`src/sv/u8sd_pkg.sv`:
```
`timescale 1ns / 1ps
// ----------------------------------------------------------------------------
// u8sd_pkg
// Shared types and constants of the UTF-8 stream decoder.
// ----------------------------------------------------------------------------
package u8sd_pkg;

	localparam int unsigned CP_W            = 21;
	localparam int unsigned LEN_W           = 3;
	localparam int unsigned RUNE_W          = 32;
	localparam int unsigned COUNT_WIDTH_DEF = 32;

	localparam int unsigned MAX_RES  = 4;
	localparam int unsigned QDEPTH   = 8;
	localparam int unsigned QPTR_W   = $clog2(QDEPTH);
	localparam int unsigned QCNT_W   = $clog2(QDEPTH + 1);
	localparam int unsigned RES_W    = $clog2(MAX_RES + 1);

	localparam logic [CP_W-1:0] REPL_CP = 21'h00FFFD;

	localparam logic [7:0] ASCII_END   = 8'h80;
	localparam logic [7:0] LEAD_MIN    = 8'hC2;
	localparam logic [7:0] LEAD3_MIN   = 8'hE0;
	localparam logic [7:0] LEAD4_MIN   = 8'hF0;
	localparam logic [7:0] LEAD_END    = 8'hF5;
	localparam logic [7:0] LEAD_E0     = 8'hE0;
	localparam logic [7:0] LEAD_ED     = 8'hED;
	localparam logic [7:0] LEAD_F0     = 8'hF0;
	localparam logic [7:0] LEAD_F4     = 8'hF4;
	localparam logic [7:0] CONT_LO     = 8'h80;
	localparam logic [7:0] CONT_HI     = 8'hBF;
	localparam logic [7:0] CONT_LO_E0  = 8'hA0;
	localparam logic [7:0] CONT_HI_ED  = 8'h9F;
	localparam logic [7:0] CONT_LO_F0  = 8'h90;
	localparam logic [7:0] CONT_HI_F4  = 8'h8F;
	localparam logic [5:0] CONT_MASK   = 6'h3F;

	typedef struct packed {
		logic [CP_W-1:0]  code_point;
		logic             bad;
		logic [LEN_W-1:0] len;
		logic             last;
		logic             done;
	} entry_t;

	typedef struct packed {
		logic             push;
		logic [RES_W-1:0] n;
	} push_t;

endpackage

```
`src/sv/u8sd_decode.sv`:
```
`timescale 1ns / 1ps
// ----------------------------------------------------------------------------
// u8sd_decode
// Sequence state and single-pass decode of one registered byte into up to
// four result entries.
// ----------------------------------------------------------------------------
module u8sd_decode import u8sd_pkg::*; (
	input  logic         clk,
	input  logic         arst_n,
	input  logic         fire,
	input  logic [7:0]   data_s1,
	input  logic         eos_s1,
	output entry_t       ent [MAX_RES],
	output push_t        push
);

	logic [7:0]       hb_q [3];
	logic [1:0]       hc_q;
	logic [LEN_W-1:0] el_q;

	logic             lead_prim;
	logic             lead_hold;
	logic [LEN_W-1:0] lead_el;
	entry_t           lead_ent;
	entry_t           err_ent;
	entry_t           prim_ent;
	logic             prim;
	logic [1:0]       e_cnt;
	logic [1:0]       f_cnt;
	logic [1:0]       hc_d;
	logic [LEN_W-1:0] el_d;
	logic             hold0;
	logic             store;
	logic [7:0]       lo;
	logic [7:0]       hi;
	logic             cont_ok;
	logic [CP_W-1:0]  asm_cp;
	logic [RES_W-1:0] n;

	always_comb begin
		lo = CONT_LO;
		hi = CONT_HI;
		if (hc_q == 2'd1) begin
			if (hb_q[0] == LEAD_E0) lo = CONT_LO_E0;
			if (hb_q[0] == LEAD_ED) hi = CONT_HI_ED;
			if (hb_q[0] == LEAD_F0) lo = CONT_LO_F0;
			if (hb_q[0] == LEAD_F4) hi = CONT_HI_F4;
		end
		cont_ok = (data_s1 >= lo) && (data_s1 <= hi);
	end

	always_comb begin
		case (el_q)
			3'd2:    asm_cp = {10'd0, hb_q[0][4:0], data_s1[5:0] & CONT_MASK};
			3'd3:    asm_cp = {5'd0, hb_q[0][3:0], hb_q[1][5:0], data_s1[5:0] & CONT_MASK};
			3'd4:    asm_cp = {hb_q[0][2:0], hb_q[1][5:0], hb_q[2][5:0],
			                   data_s1[5:0] & CONT_MASK};
			default: asm_cp = '0;
		endcase
	end

	always_comb begin
		err_ent      = '0;
		err_ent.code_point = REPL_CP;
		err_ent.bad  = 1'b1;
		err_ent.len  = LEN_W'(1);

		lead_ent  = err_ent;
		lead_prim = 1'b1;
		lead_hold = 1'b0;
		lead_el   = '0;
		if (data_s1 < ASCII_END) begin
			lead_ent.code_point = {13'd0, data_s1};
			lead_ent.bad        = 1'b0;
		end else if (data_s1 >= LEAD_MIN && data_s1 < LEAD_END) begin
			lead_prim = 1'b0;
			lead_hold = 1'b1;
			lead_el   = (data_s1 < LEAD3_MIN) ? LEN_W'(2) :
			            (data_s1 < LEAD4_MIN) ? LEN_W'(3) : LEN_W'(4);
		end

		prim     = 1'b0;
		prim_ent = lead_ent;
		e_cnt    = '0;
		hc_d     = hc_q;
		el_d     = el_q;
		hold0    = 1'b0;
		store    = 1'b0;

		if (hc_q == 2'd0) begin
			prim  = lead_prim;
			hold0 = lead_hold;
			hc_d  = lead_hold ? 2'd1 : 2'd0;
			el_d  = lead_el;
		end else if (cont_ok) begin
			if ({1'b0, hc_q} + 3'd1 >= el_q) begin
				prim = 1'b1;
				prim_ent.code_point = asm_cp;
				prim_ent.bad        = 1'b0;
				prim_ent.len        = el_q;
				hc_d = 2'd0;
				el_d = '0;
			end else begin
				store = 1'b1;
				hc_d  = hc_q + 2'd1;
			end
		end else begin
			e_cnt = hc_q;
			prim  = lead_prim;
			hold0 = lead_hold;
			hc_d  = lead_hold ? 2'd1 : 2'd0;
			el_d  = lead_el;
		end

		f_cnt = eos_s1 ? hc_d : 2'd0;
		if (eos_s1) begin
			hc_d = 2'd0;
			el_d = '0;
		end

		n = RES_W'(e_cnt) + RES_W'(prim) + RES_W'(f_cnt);

		for (int k = 0; k < MAX_RES; k++) begin
			ent[k]      = (prim && (RES_W'(k) == RES_W'(e_cnt))) ? prim_ent : err_ent;
			ent[k].last = (RES_W'(k) + RES_W'(1) == n);
			ent[k].done = eos_s1 && (RES_W'(k) + RES_W'(1) == n);
		end

		push.push = fire;
		push.n    = n;
	end

	always_ff @(posedge clk or negedge arst_n) begin
		if (!arst_n) begin
			hc_q <= '0;
			el_q <= '0;
		end else if (fire) begin
			hc_q <= hc_d;
			el_q <= el_d;
		end
	end

	always_ff @(posedge clk) begin
		if (fire && hold0) hb_q[0] <= data_s1;
		if (fire && store) hb_q[hc_q] <= data_s1;
	end

endmodule

```
`src/sv/u8sd_queue.sv`:
```
`timescale 1ns / 1ps
// ----------------------------------------------------------------------------
// u8sd_queue
// Result queue: takes up to four entries per cycle, gives one per cycle.
// ----------------------------------------------------------------------------
module u8sd_queue import u8sd_pkg::*; (
	input  logic    clk,
	input  logic    arst_n,
	input  push_t   push,
	input  entry_t  ent [MAX_RES],
	input  logic    pop,
	output entry_t  head,
	output logic    nonempty,
	output logic    room
);

	entry_t            mem_q [QDEPTH];
	logic [QPTR_W-1:0] wr_q;
	logic [QPTR_W-1:0] rd_q;
	logic [QCNT_W-1:0] cnt_q;
	logic [QCNT_W-1:0] add;
	logic [QCNT_W-1:0] sub;

	assign head     = mem_q[rd_q];
	assign nonempty = (cnt_q != '0);
	assign room     = (cnt_q <= QCNT_W'(QDEPTH - MAX_RES));
	assign add      = push.push ? QCNT_W'(push.n) : '0;
	assign sub      = pop ? QCNT_W'(1) : '0;

	always_ff @(posedge clk or negedge arst_n) begin
		if (!arst_n) begin
			wr_q  <= '0;
			rd_q  <= '0;
			cnt_q <= '0;
		end else begin
			if (push.push) wr_q <= wr_q + QPTR_W'(push.n);
			if (pop) rd_q <= rd_q + QPTR_W'(1);
			cnt_q <= cnt_q + add - sub;
		end
	end

	always_ff @(posedge clk) begin
		for (int k = 0; k < MAX_RES; k++) begin
			if (push.push && (RES_W'(k) < push.n))
				mem_q[wr_q + QPTR_W'(k)] <= ent[k];
		end
	end

endmodule

```
`src/sv/u8sd_tally.sv`:
```
`timescale 1ns / 1ps
// ----------------------------------------------------------------------------
// u8sd_tally
// Saturating per-stream result count and sticky stream validity.
// ----------------------------------------------------------------------------
module u8sd_tally import u8sd_pkg::*; #(
	parameter int unsigned COUNT_WIDTH = COUNT_WIDTH_DEF
) (
	input  logic              clk,
	input  logic              arst_n,
	input  logic              pop,
	input  entry_t            head,
	output logic [RUNE_W-1:0] rune_total,
	output logic              stream_valid
);

	logic [COUNT_WIDTH-1:0] cnt_q;
	logic [COUNT_WIDTH-1:0] cnt_nxt;
	logic                   ok_q;

	assign cnt_nxt      = (&cnt_q) ? cnt_q : cnt_q + COUNT_WIDTH'(1);
	assign stream_valid = head.done && ok_q && !head.bad;

	generate
		if (COUNT_WIDTH >= RUNE_W) begin : g_trunc
			assign rune_total = cnt_nxt[RUNE_W-1:0];
		end else begin : g_ext
			assign rune_total = {{(RUNE_W - COUNT_WIDTH){1'b0}}, cnt_nxt};
		end
	endgenerate

	always_ff @(posedge clk or negedge arst_n) begin
		if (!arst_n) begin
			cnt_q <= '0;
			ok_q  <= 1'b1;
		end else if (pop) begin
			if (head.done) begin
				cnt_q <= '0;
				ok_q  <= 1'b1;
			end else begin
				cnt_q <= cnt_nxt;
				ok_q  <= ok_q && !head.bad;
			end
		end
	end

endmodule

```
`src/sv/utf8_stream_decoder.sv`:
```
`timescale 1ns / 1ps
// A result passes the input register and then the result queue to the output.
// Throughput: 1 byte per cycle while each byte gives at most one result and
//   rune_stall is low; results leave one per cycle through an 8-entry queue,
//   and input stalls once fewer than 4 queue entries are free. Reset: arst_n
//   clears the input valid flag, sequence state, queue and tally; held sequence
//   bytes are not reset.
// ----------------------------------------------------------------------------
// utf8_stream_decoder
// Streaming UTF-8 decoder and validator, one byte per item.
// ----------------------------------------------------------------------------
module utf8_stream_decoder import u8sd_pkg::*; #(
	parameter int unsigned COUNT_WIDTH = COUNT_WIDTH_DEF
) (
	input  logic              clk,
	input  logic              arst_n,
	input  logic              byte_valid,
	output logic              byte_stall,
	input  logic [7:0]        data_byte,
	input  logic              end_of_stream,
	output logic              rune_valid,
	input  logic              rune_stall,
	output logic [CP_W-1:0]   code_point,
	output logic              bad_sequence,
	output logic [LEN_W-1:0]  seq_len,
	output logic              last_of_run,
	output logic              stream_done,
	output logic              stream_valid,
	output logic [RUNE_W-1:0] rune_total
);

	logic       vld_s1;
	logic [7:0] data_s1;
	logic       eos_s1;
	logic       room;
	logic       fire;
	logic       pop;
	entry_t     ent [MAX_RES];
	push_t      push;
	entry_t     head;

	assign fire       = vld_s1 && room;
	assign byte_stall = vld_s1 && !room;
	assign pop        = rune_valid && !rune_stall;

	always_ff @(posedge clk or negedge arst_n) begin
		if (!arst_n) begin
			vld_s1 <= 1'b0;
		end else if (byte_valid && !byte_stall) begin
			vld_s1 <= 1'b1;
		end else if (fire) begin
			vld_s1 <= 1'b0;
		end
	end

	always_ff @(posedge clk) begin
		if (byte_valid && !byte_stall) begin
			data_s1 <= data_byte;
			eos_s1  <= end_of_stream;
		end
	end

	u8sd_decode u_decode (
		.clk     (clk),
		.arst_n  (arst_n),
		.fire    (fire),
		.data_s1 (data_s1),
		.eos_s1  (eos_s1),
		.ent     (ent),
		.push    (push)
	);

	u8sd_queue u_queue (
		.clk      (clk),
		.arst_n   (arst_n),
		.push     (push),
		.ent      (ent),
		.pop      (pop),
		.head     (head),
		.nonempty (rune_valid),
		.room     (room)
	);

	u8sd_tally #(
		.COUNT_WIDTH (COUNT_WIDTH)
	) u_tally (
		.clk          (clk),
		.arst_n       (arst_n),
		.pop          (pop),
		.head         (head),
		.rune_total   (rune_total),
		.stream_valid (stream_valid)
	);

	assign code_point   = head.code_point;
	assign bad_sequence = head.bad;
	assign seq_len      = head.len;
	assign last_of_run  = head.last;
	assign stream_done  = head.done;

endmodule

```
`config.mk`:
```
export PLATFORM = sky130hd
export DESIGN_NAME = utf8_stream_decoder
export DESIGN_NICKNAME = d
export VERILOG_FILES = /design/src/sv/u8sd_pkg.sv /design/src/sv/u8sd_decode.sv /design/src/sv/u8sd_queue.sv /design/src/sv/u8sd_tally.sv /design/src/sv/utf8_stream_decoder.sv
export SDC_FILE = /design/constraint.sdc
export NUM_CORES = 1
export LEC_CHECK = 0
export ABC_AREA = 1
export ABC_CLOCK_PERIOD_IN_PS = 15900
export BUFFER_PORTS_ARGS = -buffer_cell sky130_fd_sc_hd__buf_2
export CAP_MARGIN = 20
export CORE_ASPECT_RATIO = 0.9
export CORE_MARGIN = 4
export CORE_UTILIZATION = 65
export DETAILED_ROUTE_END_ITERATION = 10
export PLACE_DENSITY = 0.89
export SLEW_MARGIN = 20
export SYNTH_ARGS = -nofsm -noshare
export SYNTH_HDL_FRONTEND = slang
export SYNTH_SLANG_ARGS = --single-unit
export TNS_END_PERCENT = 1
```
`constraint.sdc`:
```
create_clock -name clk -period 15.9 [get_ports clk]
set_clock_uncertainty 0.15 [all_clocks]
set_input_delay 2.385 -clock clk [delete_from_list [all_inputs] [get_ports clk]]
set_output_delay 2.385 -clock clk [all_outputs]
set_load 0.01 [all_outputs]
```
==> metrics.csv, run 1 <==
stage,metric,value,unit
status,status,completed,
critical_path,r2r-start,u_decode.hc_q[1],
grt,first_global_vias,17600,
logic_synthesis,synth_xor_area_share,1.11,%
sta,drv_slew,0,
sta,fin_hold_ws,370,ps
power_and_ir_drop,ir_worst_vdd,118,uV
flow_run,timing.max_cap.violations,0,
critical_path,cp.required,16000,ps
floorplan,die_y,167,um
logic_synthesis,synth-simple-area-share,31.6,%
floorplan,core_area,0.0272,mm^2
grt,grt_max_degree,80,
clock_tree,postCtsSetupRepairBufs,0,
drt,via_per_inst,6.78,
critical_path,crit_arrival,7700,ps
critical_path,critPathMaxStageDelay,830,ps
drt,wl,69.8,mm
logic_synthesis,ys_seq_area_share,47.2,%
final_layout,drive_above_1_share,8.89,%
clock_tree,cts_made_buffers,31,
power_and_ir_drop,cellPowerDensity,161,mW/mm^2
final_layout,diodes,0,
sta,tightest_slew,1130,ps
critical_path,slowest_stage,nor2_1,
drt,wl_per_cell,24.9,um
place,hpwl,46.8,mm
logic_synthesis,syn-instance-count,2395,
final_layout,fillers,2128,
logic_synthesis,synth.distinct_cells,44,
final_layout,instances_no_fill,2805,
logic_synthesis,synthMuxAreaShare,0,%
min_path,min_from,u_tally.ok_q,
grt,globalRoute.totalOverflow,0,
logic_synthesis,yosys.area_share.adder,1.89,%
drt,drc,0,
clock_tree,clkTransAtPathRegs,70,ps
drt,vias,19000,
critical_path,worst_setup_path_start_kind,flip-flop,
clock_tree,root_buffer,clkbuf_16,
final_layout,finalNetCount,2467,
place,place_inst,2749,
power_and_ir_drop,p_leak,8.55,nW
logic_synthesis,synthArstFlopShare,16.7,%
logic_synthesis,ys_ff_latch,294,
clock_tree,hold_buffers,0,
sta,rsz0062_at_grt,false,
grt,gr-usage-met1,59.5,%
critical_path,worstSetupPathType,flip-flop to flip-flop,
clock_tree,clk_path_buf_depth,3,
grt,met3_usage,11.7,%
logic_synthesis,avgSynthCellArea,7.59,um^2
drt,drtAntennaViolNets,0,
critical_path,end_kind,flip-flop,
critical_path,r2r_end,u_queue.mem_q[6][13],
logic_synthesis,ys.flop_type,edfxtp_1,
logic_synthesis,synthesis.nets,2433,
logic_synthesis,ys_warn_count,0,
sta,clock.fmax,132,MHz
sta,fin_tns_setup,0,ps
place,finalWeightedCongestion,1.03,
drt,drtIter0Drc,3628,
logic_synthesis,synth_top_family_by_area,simple AND/OR/NAND/NOR gates,
floorplan,start_util,66.7,%
floorplan,fp.dieArea,0.0307,mm^2
clock_tree,cts_tree,yes,
critical_path,reg2reg_setup_slack,8300,ps
min_path,hold_path.class,flip-flop to flip-flop,
drt,dr.pass1.iters,8,
critical_path,worstSetupStartpoint,u_decode.hc_q[1],
floorplan,ios,75,
grt,antenna_found_initial,2,
floorplan,die_x,184,um
logic_synthesis,synth-compound-area-share,11.1,%
logic_synthesis,synth_edf_count,245,
critical_path,crit_end,u_queue.mem_q[6][13],
critical_path,cp_common_cell,nor2_1,
power_and_ir_drop,power,3.20,mW
sta,period_minus_slack,7600,ps
grt,grt_busiest_layer,met2,
sta,relSlewSlack,24.2,%
clock_tree,cts_resized,0,
place,numPortBuffers,74,
sta,setup_viol_count_final,0,
critical_path,critPathBufInv,5,
critical_path,worstSetupPathDepth,25,
grt,grt_pass1_wl,104,mm
clock_tree,clock_latency,580,ps
clock_tree,cts_num_sinks,294,
floorplan,rows,57,
final_layout,syn_to_final_growth,9.49,%
logic_synthesis,syn_area,0.0182,mm^2
grt,met2_usage,64.6,%
grt,track_usage,43.9,%
sta,min_period_over_period,47.8,%
critical_path,crit_fanout,20,
sta,hold_viol,0,
critical_path,worstRegToRegCells,25,
critical_path,crit_family,simple AND/OR/NAND/NOR gates,
clock_tree,ctsHtreeMaxLevel,1,
## cell usage after synthesis, types with 8 or more instances
library cell | n | area share, %
buf_2 | 28 | 0.77
a31oi_1 | 26 | 0.89
edfxtp_1 | 245 | 40
nand3_1 | 210 | 5.8
o22ai_1 | 34 | 1.2
nand2_1 | 565 | 12
nor2_1 | 420 | 8.7
xor2_1 | 19 | 0.92
dfrtp_1 | 48 | 6.6
nor4_1 | 28 | 0.96
o21ai_0 | 172 | 4.7
buf_1 | 11 | 0.23
ha_1 | 21 | 1.4
clkbuf_1 | 71 | 1.5
o221ai_1 | 8 | 0.39
nand2_2 | 8 | 0.28
a21oi_1 | 112 | 3.1
nand4_1 | 41 | 1.4
or2_2 | 11 | 0.38
inv_1 | 205 | 4.2
nor2_2 | 13 | 0.45
nor3_1 | 39 | 1.1
clkinv_1 | 9 | 0.19
## worst register-to-register path: stages (launching register included)
cell,delay [ps]
dfrtp_1,450
inv_1,230
ha_1,280
nand2_1,100
nor3b_1,290
a21o_1,140
ha_1,240
nand2_1,70
nor2_1,40
nand2_1,50
nand2_1,140
nand3_2,190
nor2_1,140
a21oi_1,270
nor2_1,100
fa_1,460
fa_1,630
nor2_1,130
inv_1,100
nand2_2,80
nor2_2,200
inv_1,140
nor2_1,830
inv_1,690
nand3_1,740
buf_4,390
## cells by family (layout without fill, tap and decap cells)
kind of cell               after synthesis  in the layout
AOI/OAI and AO/OA                      369            369
xor gates and xnor gates                23             23
adders and majority gates               25             25
buffers and inverters                  332            388
DFF                                    294            294
and+or+nand+nor                       1352           1352
## cell type report
| class | count | area (um^2) | area share (%) |
|---|---|---|---|
| Clock buffer | 36 | 795 | 3.99 |
| Clock inverter | 19 | 260 | 1.31 |
| Inverter | 221 | 830 | 4.17 |
| Multi-Input combinational cell | 1769 | 8320 | 41.8 |
| Sequential cell | 294 | 8590 | 43.2 |
| Tap cell | 354 | 443 | 2.23 |
| Timing Repair Buffer | 112 | 662 | 3.33 |
## layout by cell type, fill, tap and decap left out, types with 3 or more instances in the layout
| cell type | synthesis | routed |
|---|---|---|
| a31oi_1 | 26 | 25 |
| nor2_2 | 13 | 15 |
| clkinvlp_4 | 0 | 3 |
| o22ai_1 | 34 | 34 |
| ha_1 | 21 | 21 |
| a22o_1 | 7 | 7 |
| clkbuf_16 | 0 | 31 |
| inv_2 | 7 | 8 |
| clkbuf_1 | 71 | 5 |
| clkinv_1 | 9 | 11 |
| xor2_1 | 19 | 19 |
| xnor2_1 | 4 | 4 |
| edfxtp_1 | 245 | 245 |
| nor4_1 | 28 | 28 |
| buf_2 | 28 | 73 |
| nor3b_1 | 3 | 3 |
| nor2_4 | 4 | 4 |
| a21oi_1 | 112 | 112 |
| nor2_1 | 420 | 418 |
| nand2_2 | 8 | 8 |
| nor3_1 | 39 | 38 |
| o211ai_1 | 3 | 3 |
| fa_1 | 4 | 4 |
| nand2_1 | 565 | 565 |
| clkinv_2 | 0 | 4 |
| inv_1 | 205 | 205 |
| nand4_1 | 41 | 41 |
| inv_6 | 0 | 3 |
| nand3_1 | 210 | 210 |
| o221ai_1 | 8 | 8 |
| o21ai_0 | 172 | 172 |
| buf_4 | 1 | 38 |
| bufinv_16 | 0 | 6 |
| dfrtp_1 | 48 | 46 |
| or2_2 | 11 | 11 |
## metal layers
layer  vias to the layer above  part of all wire [%]
met5                         -                 0.037
li1                       8119                     -
met3                       396                    16
met2                      1879                    43
met4                         4                   7.0
met1                      8613                    34
## sequential cells by signal (all words and copies together), names as in the netlist
| signal | flops |
|---|---|
| u_queue.rd_q | 3 |
| u_decode.hc_q | 2 |
| eos_s1 | 1 |
| data_s1 | 8 |
| u_queue.wr_q | 3 |
| u_queue.cnt_q | 4 |
| u_decode.hb_q | 20 |
| u_queue.mem_q | 216 |
| u_tally.cnt_q | 32 |
| u_tally.ok_q | 1 |
| u_decode.el_q | 3 |
| vld_s1 | 1 |
## report_power, final
group / switching (mW) / internal, mW / leakage, nW
Combinational: 0.972 / 0.384 / 5.22
Sequential: 0.0804 / 0.984 / 2.82
Clock: 0.321 / 0.455 / 0.507
## stage by stage
step | instance area, um^2 | worst slack [ps] | utilization, %
after floorplan | 18200 | 10210 | -
after global placement | 18800 | 9070 | 69.1
after detailed placement | 18800 | 8710 | 69.1
after CTS | 19900 | 8650 | 73.0
after global routing | 19900 | 8070 | 73.1
final | 19900 | 8300 | 73.1
## worst min-delay path by stage
stage	end	slack [ps]	cells past startpoint
after floorplan	u_decode.hb_q[0][7]	300	0
after global placement	u_tally.ok_q	320	2
after detailed placement	u_tally.ok_q	330	2
after CTS	u_tally.ok_q	360	2
after global routing	u_tally.ok_q	390	2
final	u_tally.ok_q	370	2
Note: power is estimated with default switching activity, not from simulation.
==> run 2, diff against run 1 <==
ABC_AREA = 0   (was 1)
ABC_CLOCK_PERIOD_IN_PS = 6900   (was 15900)
CORE_UTILIZATION = 56   (was 65)
PLACE_DENSITY = 0.83   (was 0.89)
clock period = 6.9 ns   (was 15.9 ns; I/O delays follow)
==> metrics.csv, run 2 <==
stage,metric,value,unit,change
final_layout,post-route-util,64.9,%,was 73.1%
critical_path,crit_chain,inv_1 > ha_1 > nand4bb_1 > or3_1 > ha_1 > nor2b_1 > o31a_1 > o211a_1 > nand2_1 > o21ai_0 > and2_1 > fa_1 > fa_1 > a21oi_1 > or4_1 > o21ai_0 > nor2_1 > a21oi_2 > nand2_1 > nand2_1,,
critical_path,critPathMaxStageDelay,700,ps,was 830 ps
logic_synthesis,ys_seq_area_share,54.5,%,was 47.2%
logic_synthesis,synth_top_cell_by_area,edfxtp_1,,unchanged
logic_synthesis,yosys.area_share.adder,2.18,%,was 1.89%
sta,setup_viol_count_final,0,,unchanged
floorplan,die_x,185,um,was 184 um
logic_synthesis,synth.most_common_cell,edfxtp_1,,was nand2_1
grt,globalRoute.totalOverflow,0,,unchanged
drt,vias,12600,,"was 19,000"
sta,hold_viol,0,,unchanged
logic_synthesis,synth_top_cell_area_share,46.7,%,was 40.5%
final_layout,largest_register_ffs,216,,unchanged
flow_run,timing.max_cap.violations,0,,unchanged
final_layout,drive_above_1_share,19.1,%,was 8.89%
min_path,hold_path_end,u_tally.ok_q,,unchanged
place,finalWeightedCongestion,1.05,,was 1.03
critical_path,worstRegToRegCells,20,,was 25
logic_synthesis,synth-simple-area-share,15.4,%,was 31.6%
min_path,hold_path.class,flip-flop to flip-flop,,unchanged
critical_path,cp.required,7190,ps,"was 16,000 ps"
final_layout,syn_to_final_growth,12.9,%,was 9.49%
logic_synthesis,syn_area,0.0158,mm^2,was 0.0182 mm^2
floorplan,fp.dieArea,0.0309,mm^2,was 0.0307 mm^2
critical_path,crit_fanout,11,,was 20
floorplan,start_util,57.5,%,was 66.7%
logic_synthesis,synth_edf_count,245,,unchanged
logic_synthesis,syn-instance-count,1393,,"was 2,395"
place,post_dp_cell_area,0.0167,mm^2,was 0.0188 mm^2
logic_synthesis,avgSynthCellArea,11.3,um^2,was 7.59 um^2
critical_path,worstSetupPathType,flip-flop to flip-flop,,unchanged
critical_path,reg2reg_setup_slack,470,ps,was 8300 ps
final_layout,regMostFlops,u_queue.mem_q,,unchanged
critical_path,end_kind,flip-flop,,unchanged
critical_path,crit_arrival,6730,ps,was 7700 ps
clock_tree,clkTransAtPathRegs,60,ps,was 70 ps
clock_tree,cts_made_buffers,30,,was 31
clock_tree,clk_path_buf_depth,3,,unchanged
critical_path,worst_setup_path_start_kind,flip-flop,,unchanged
clock_tree,root_buffer,clkbuf_16,,unchanged
clock_tree,cts_resized,0,,unchanged
status,status,completed,,unchanged
drt,wl_per_cell,26.0,um,was 24.9 um
clock_tree,clock_latency,580,ps,about the same
logic_synthesis,synth_xor_area_share,2.28,%,was 1.11%
power_and_ir_drop,cellPowerDensity,387,mW/mm^2,was 161 mW/mm^2
clock_tree,ctsHtreeMaxLevel,1,,unchanged
place,numPortBuffers,74,,unchanged
floorplan,ios,75,,unchanged
final_layout,finalNetCount,1511,,"was 2,467"
floorplan,core_area,0.0274,mm^2,was 0.0272 mm^2
critical_path,r2r_end,u_queue.mem_q[5][10],,was u_queue.mem_q[6][13]
clock_tree,postCtsSetupRepairBufs,0,,unchanged
floorplan,die_y,167,um,about the same
floorplan,rows,57,,unchanged
min_path,min_path_cells,2,,unchanged
power_and_ir_drop,ir_worst_vdd,306,uV,was 118 uV
power_and_ir_drop,p_leak,6.58,nW,was 8.55 nW
grt,first_global_vias,12200,,"was 17,600"
drt,wl,48.1,mm,was 69.8 mm
logic_synthesis,ys.flop_type,edfxtp_1,,unchanged
logic_synthesis,synth-compound-area-share,12.5,%,was 11.1%
drt,via_per_inst,6.80,,was 6.78
logic_synthesis,synthArstFlopShare,16.7,%,unchanged
final_layout,largestRegisters,"u_queue.mem_q: 216 flops, u_tally.cnt_q: 32 flops, u_decode.hb_q: 20 flops",,unchanged
sta,rsz0062_at_grt,false,,unchanged
logic_synthesis,ys_warn_count,0,,unchanged
logic_synthesis,ys_top_cells_by_count,"edfxtp_1, nand2_1, nor2_1",,"was nand2_1, nor2_1, edfxtp_1"
clock_tree,hold_buffers,0,,unchanged
drt,drtAntennaViolNets,0,,unchanged
clock_tree,cts_tree,yes,,unchanged
sta,period_minus_slack,6430,ps,was 7600 ps
drt,dr.pass1.iters,8,,unchanged
grt,antenna_found_initial,0,,was 2
logic_synthesis,synthMuxAreaShare,10.4,%,was 0%
grt,grt_max_degree,53,,was 80
critical_path,cp_common_cell,nand2_1,,was nor2_1
final_layout,diodes,0,,unchanged
sta,tightest_slew,1170,ps,was 1130 ps
final_layout,regArea,0.00859,mm^2,unchanged
logic_synthesis,synth_top_family_by_area,simple AND/OR/NAND/NOR gates,,unchanged
final_layout,final_cell_area,0.0178,mm^2,was 0.0199 mm^2
final_layout,mostFrequentLayoutCells,"edfxtp_1, nand2_1, nor2_1",,"was nand2_1, nor2_1, edfxtp_1"
place,hpwl,33.2,mm,was 46.8 mm
sta,drv_slew,0,,unchanged
logic_synthesis,synthTopCellsByArea,"edfxtp_1, mux4_2, dfrtp_1, nand2_1, nor2_1",,"was edfxtp_1, nand2_1, nor2_1, dfrtp_1, nand3_1"
final_layout,final_common_cell,edfxtp_1,,was nand2_1
grt,track_usage,30.9,%,was 43.9%
logic_synthesis,synth.distinct_cells,78,,was 44
final_layout,multi_input_area,0.00680,mm^2,was 0.00832 mm^2
sta,clock.fmax,155,MHz,was 132 MHz
min_path,min_from,u_tally.ok_q,,unchanged
grt,grt_pass1_wl,73.4,mm,was 104 mm
critical_path,r2r-start,u_decode.hc_q[1],,unchanged
sta,min_period_over_period,93.3,%,was 47.8%
logic_synthesis,synthesis.nets,1431,,"was 2,433"
final_layout,fillers,2043,,"was 2,128"
clock_tree,cts_num_sinks,294,,unchanged
drt,drtIter0Drc,1935,,"was 3,628"
drt,drc,0,,unchanged
logic_synthesis,ys_ff_latch,294,,unchanged
critical_path,slowest_stage,fa_1,,was nor2_1
sta,relSlewSlack,21.6,%,was 24.2%
-- run 2: cell count changes in the layout (fill, tap and decap cells not counted), moves of 54 or more --
cell	previous run	this run
nand2_1	565	184
nor2_1	418	152
inv_1	205	35
nand3_1	210	41
o21ai_0	172	83
mux4_2	0	54
-- run 2: final cells by class --
type                    count  area share (%)
well taps                 354            2.49
inverters                  36           0.760
clock inverters            22            1.51
flip-flops and latches    294            48.3
repair buffers            121            4.39
clock buffers              33            4.29
multi-input cells         990            38.2
-- run 2: kinds of logic after synthesis --
| logic type | Yosys count |
|---|---|
| AO/OA/AOI/OAI | 308 |
| buffers and inverters | 109 |
| adder cells (fa/ha/maj) | 25 |
| flip-flops | 294 |
| XOR/XNOR | 41 |
| AND/OR/NAND/NOR | 523 |
| multiplexers | 93 |
-- run 2: critical path: cells and delay by family (launching register included) --
kind	cells	cell delay (ps)
buf+inv	1	110
flops	1	460
compound gates	6	1980
simple gates	9	1980
fa+ha+maj	4	1600
-- run 2: worst max path at each step --
stage	slack, ps	cells past startpoint	to	startpoint
CTS	600	20	u_queue.mem_q[5][10]	u_decode.hc_q[1]
finish	470	20	u_queue.mem_q[5][10]	u_decode.hc_q[1]
floorplan	-210	19	u_queue.mem_q[4][0]	u_decode.hc_q[1]
global route	70	20	u_queue.mem_q[5][10]	u_decode.hc_q[1]
detailed placement	610	20	u_queue.mem_q[5][11]	u_decode.hc_q[1]
global placement	860	20	u_queue.mem_q[5][10]	u_decode.hc_q[1]
-- run 2: per-layer routing --
| layer | share of wire, % | global-route usage, % |
|---|---|---|
| met1 | 39 | 45.6 |
| met2 | 46 | 47.4 |
| met3 | 12 | 6.20 |
| met4 | 3.3 | 8.33 |
| met5 | 0 | 0 |
-- run 2: power by group --
group	leakage, nW	switching [mW]	internal (mW)
clock network	0.484	0.710	0.986
registers	2.89	0.218	2.29
logic	3.21	1.63	1.05
total	6.58	2.56	4.32
-- run 2: metrics by stage --
stage | power (mW) | hold slack, ps | worst slack, ps | TNS [ps] | std cells
floorplan | 4.27 | 274 | -211 | -5970 | 1393
global placement | 5.04 | 311 | 861 | 0 | 1794
detailed placement | 5.13 | 343 | 615 | 0 | 1794
CTS | 6.83 | 352 | 601 | 0 | 1849
global route | 7.19 | 373 | 66.8 | 0 | 1850
finish | 6.88 | 352 | 465 | 0 | 1850
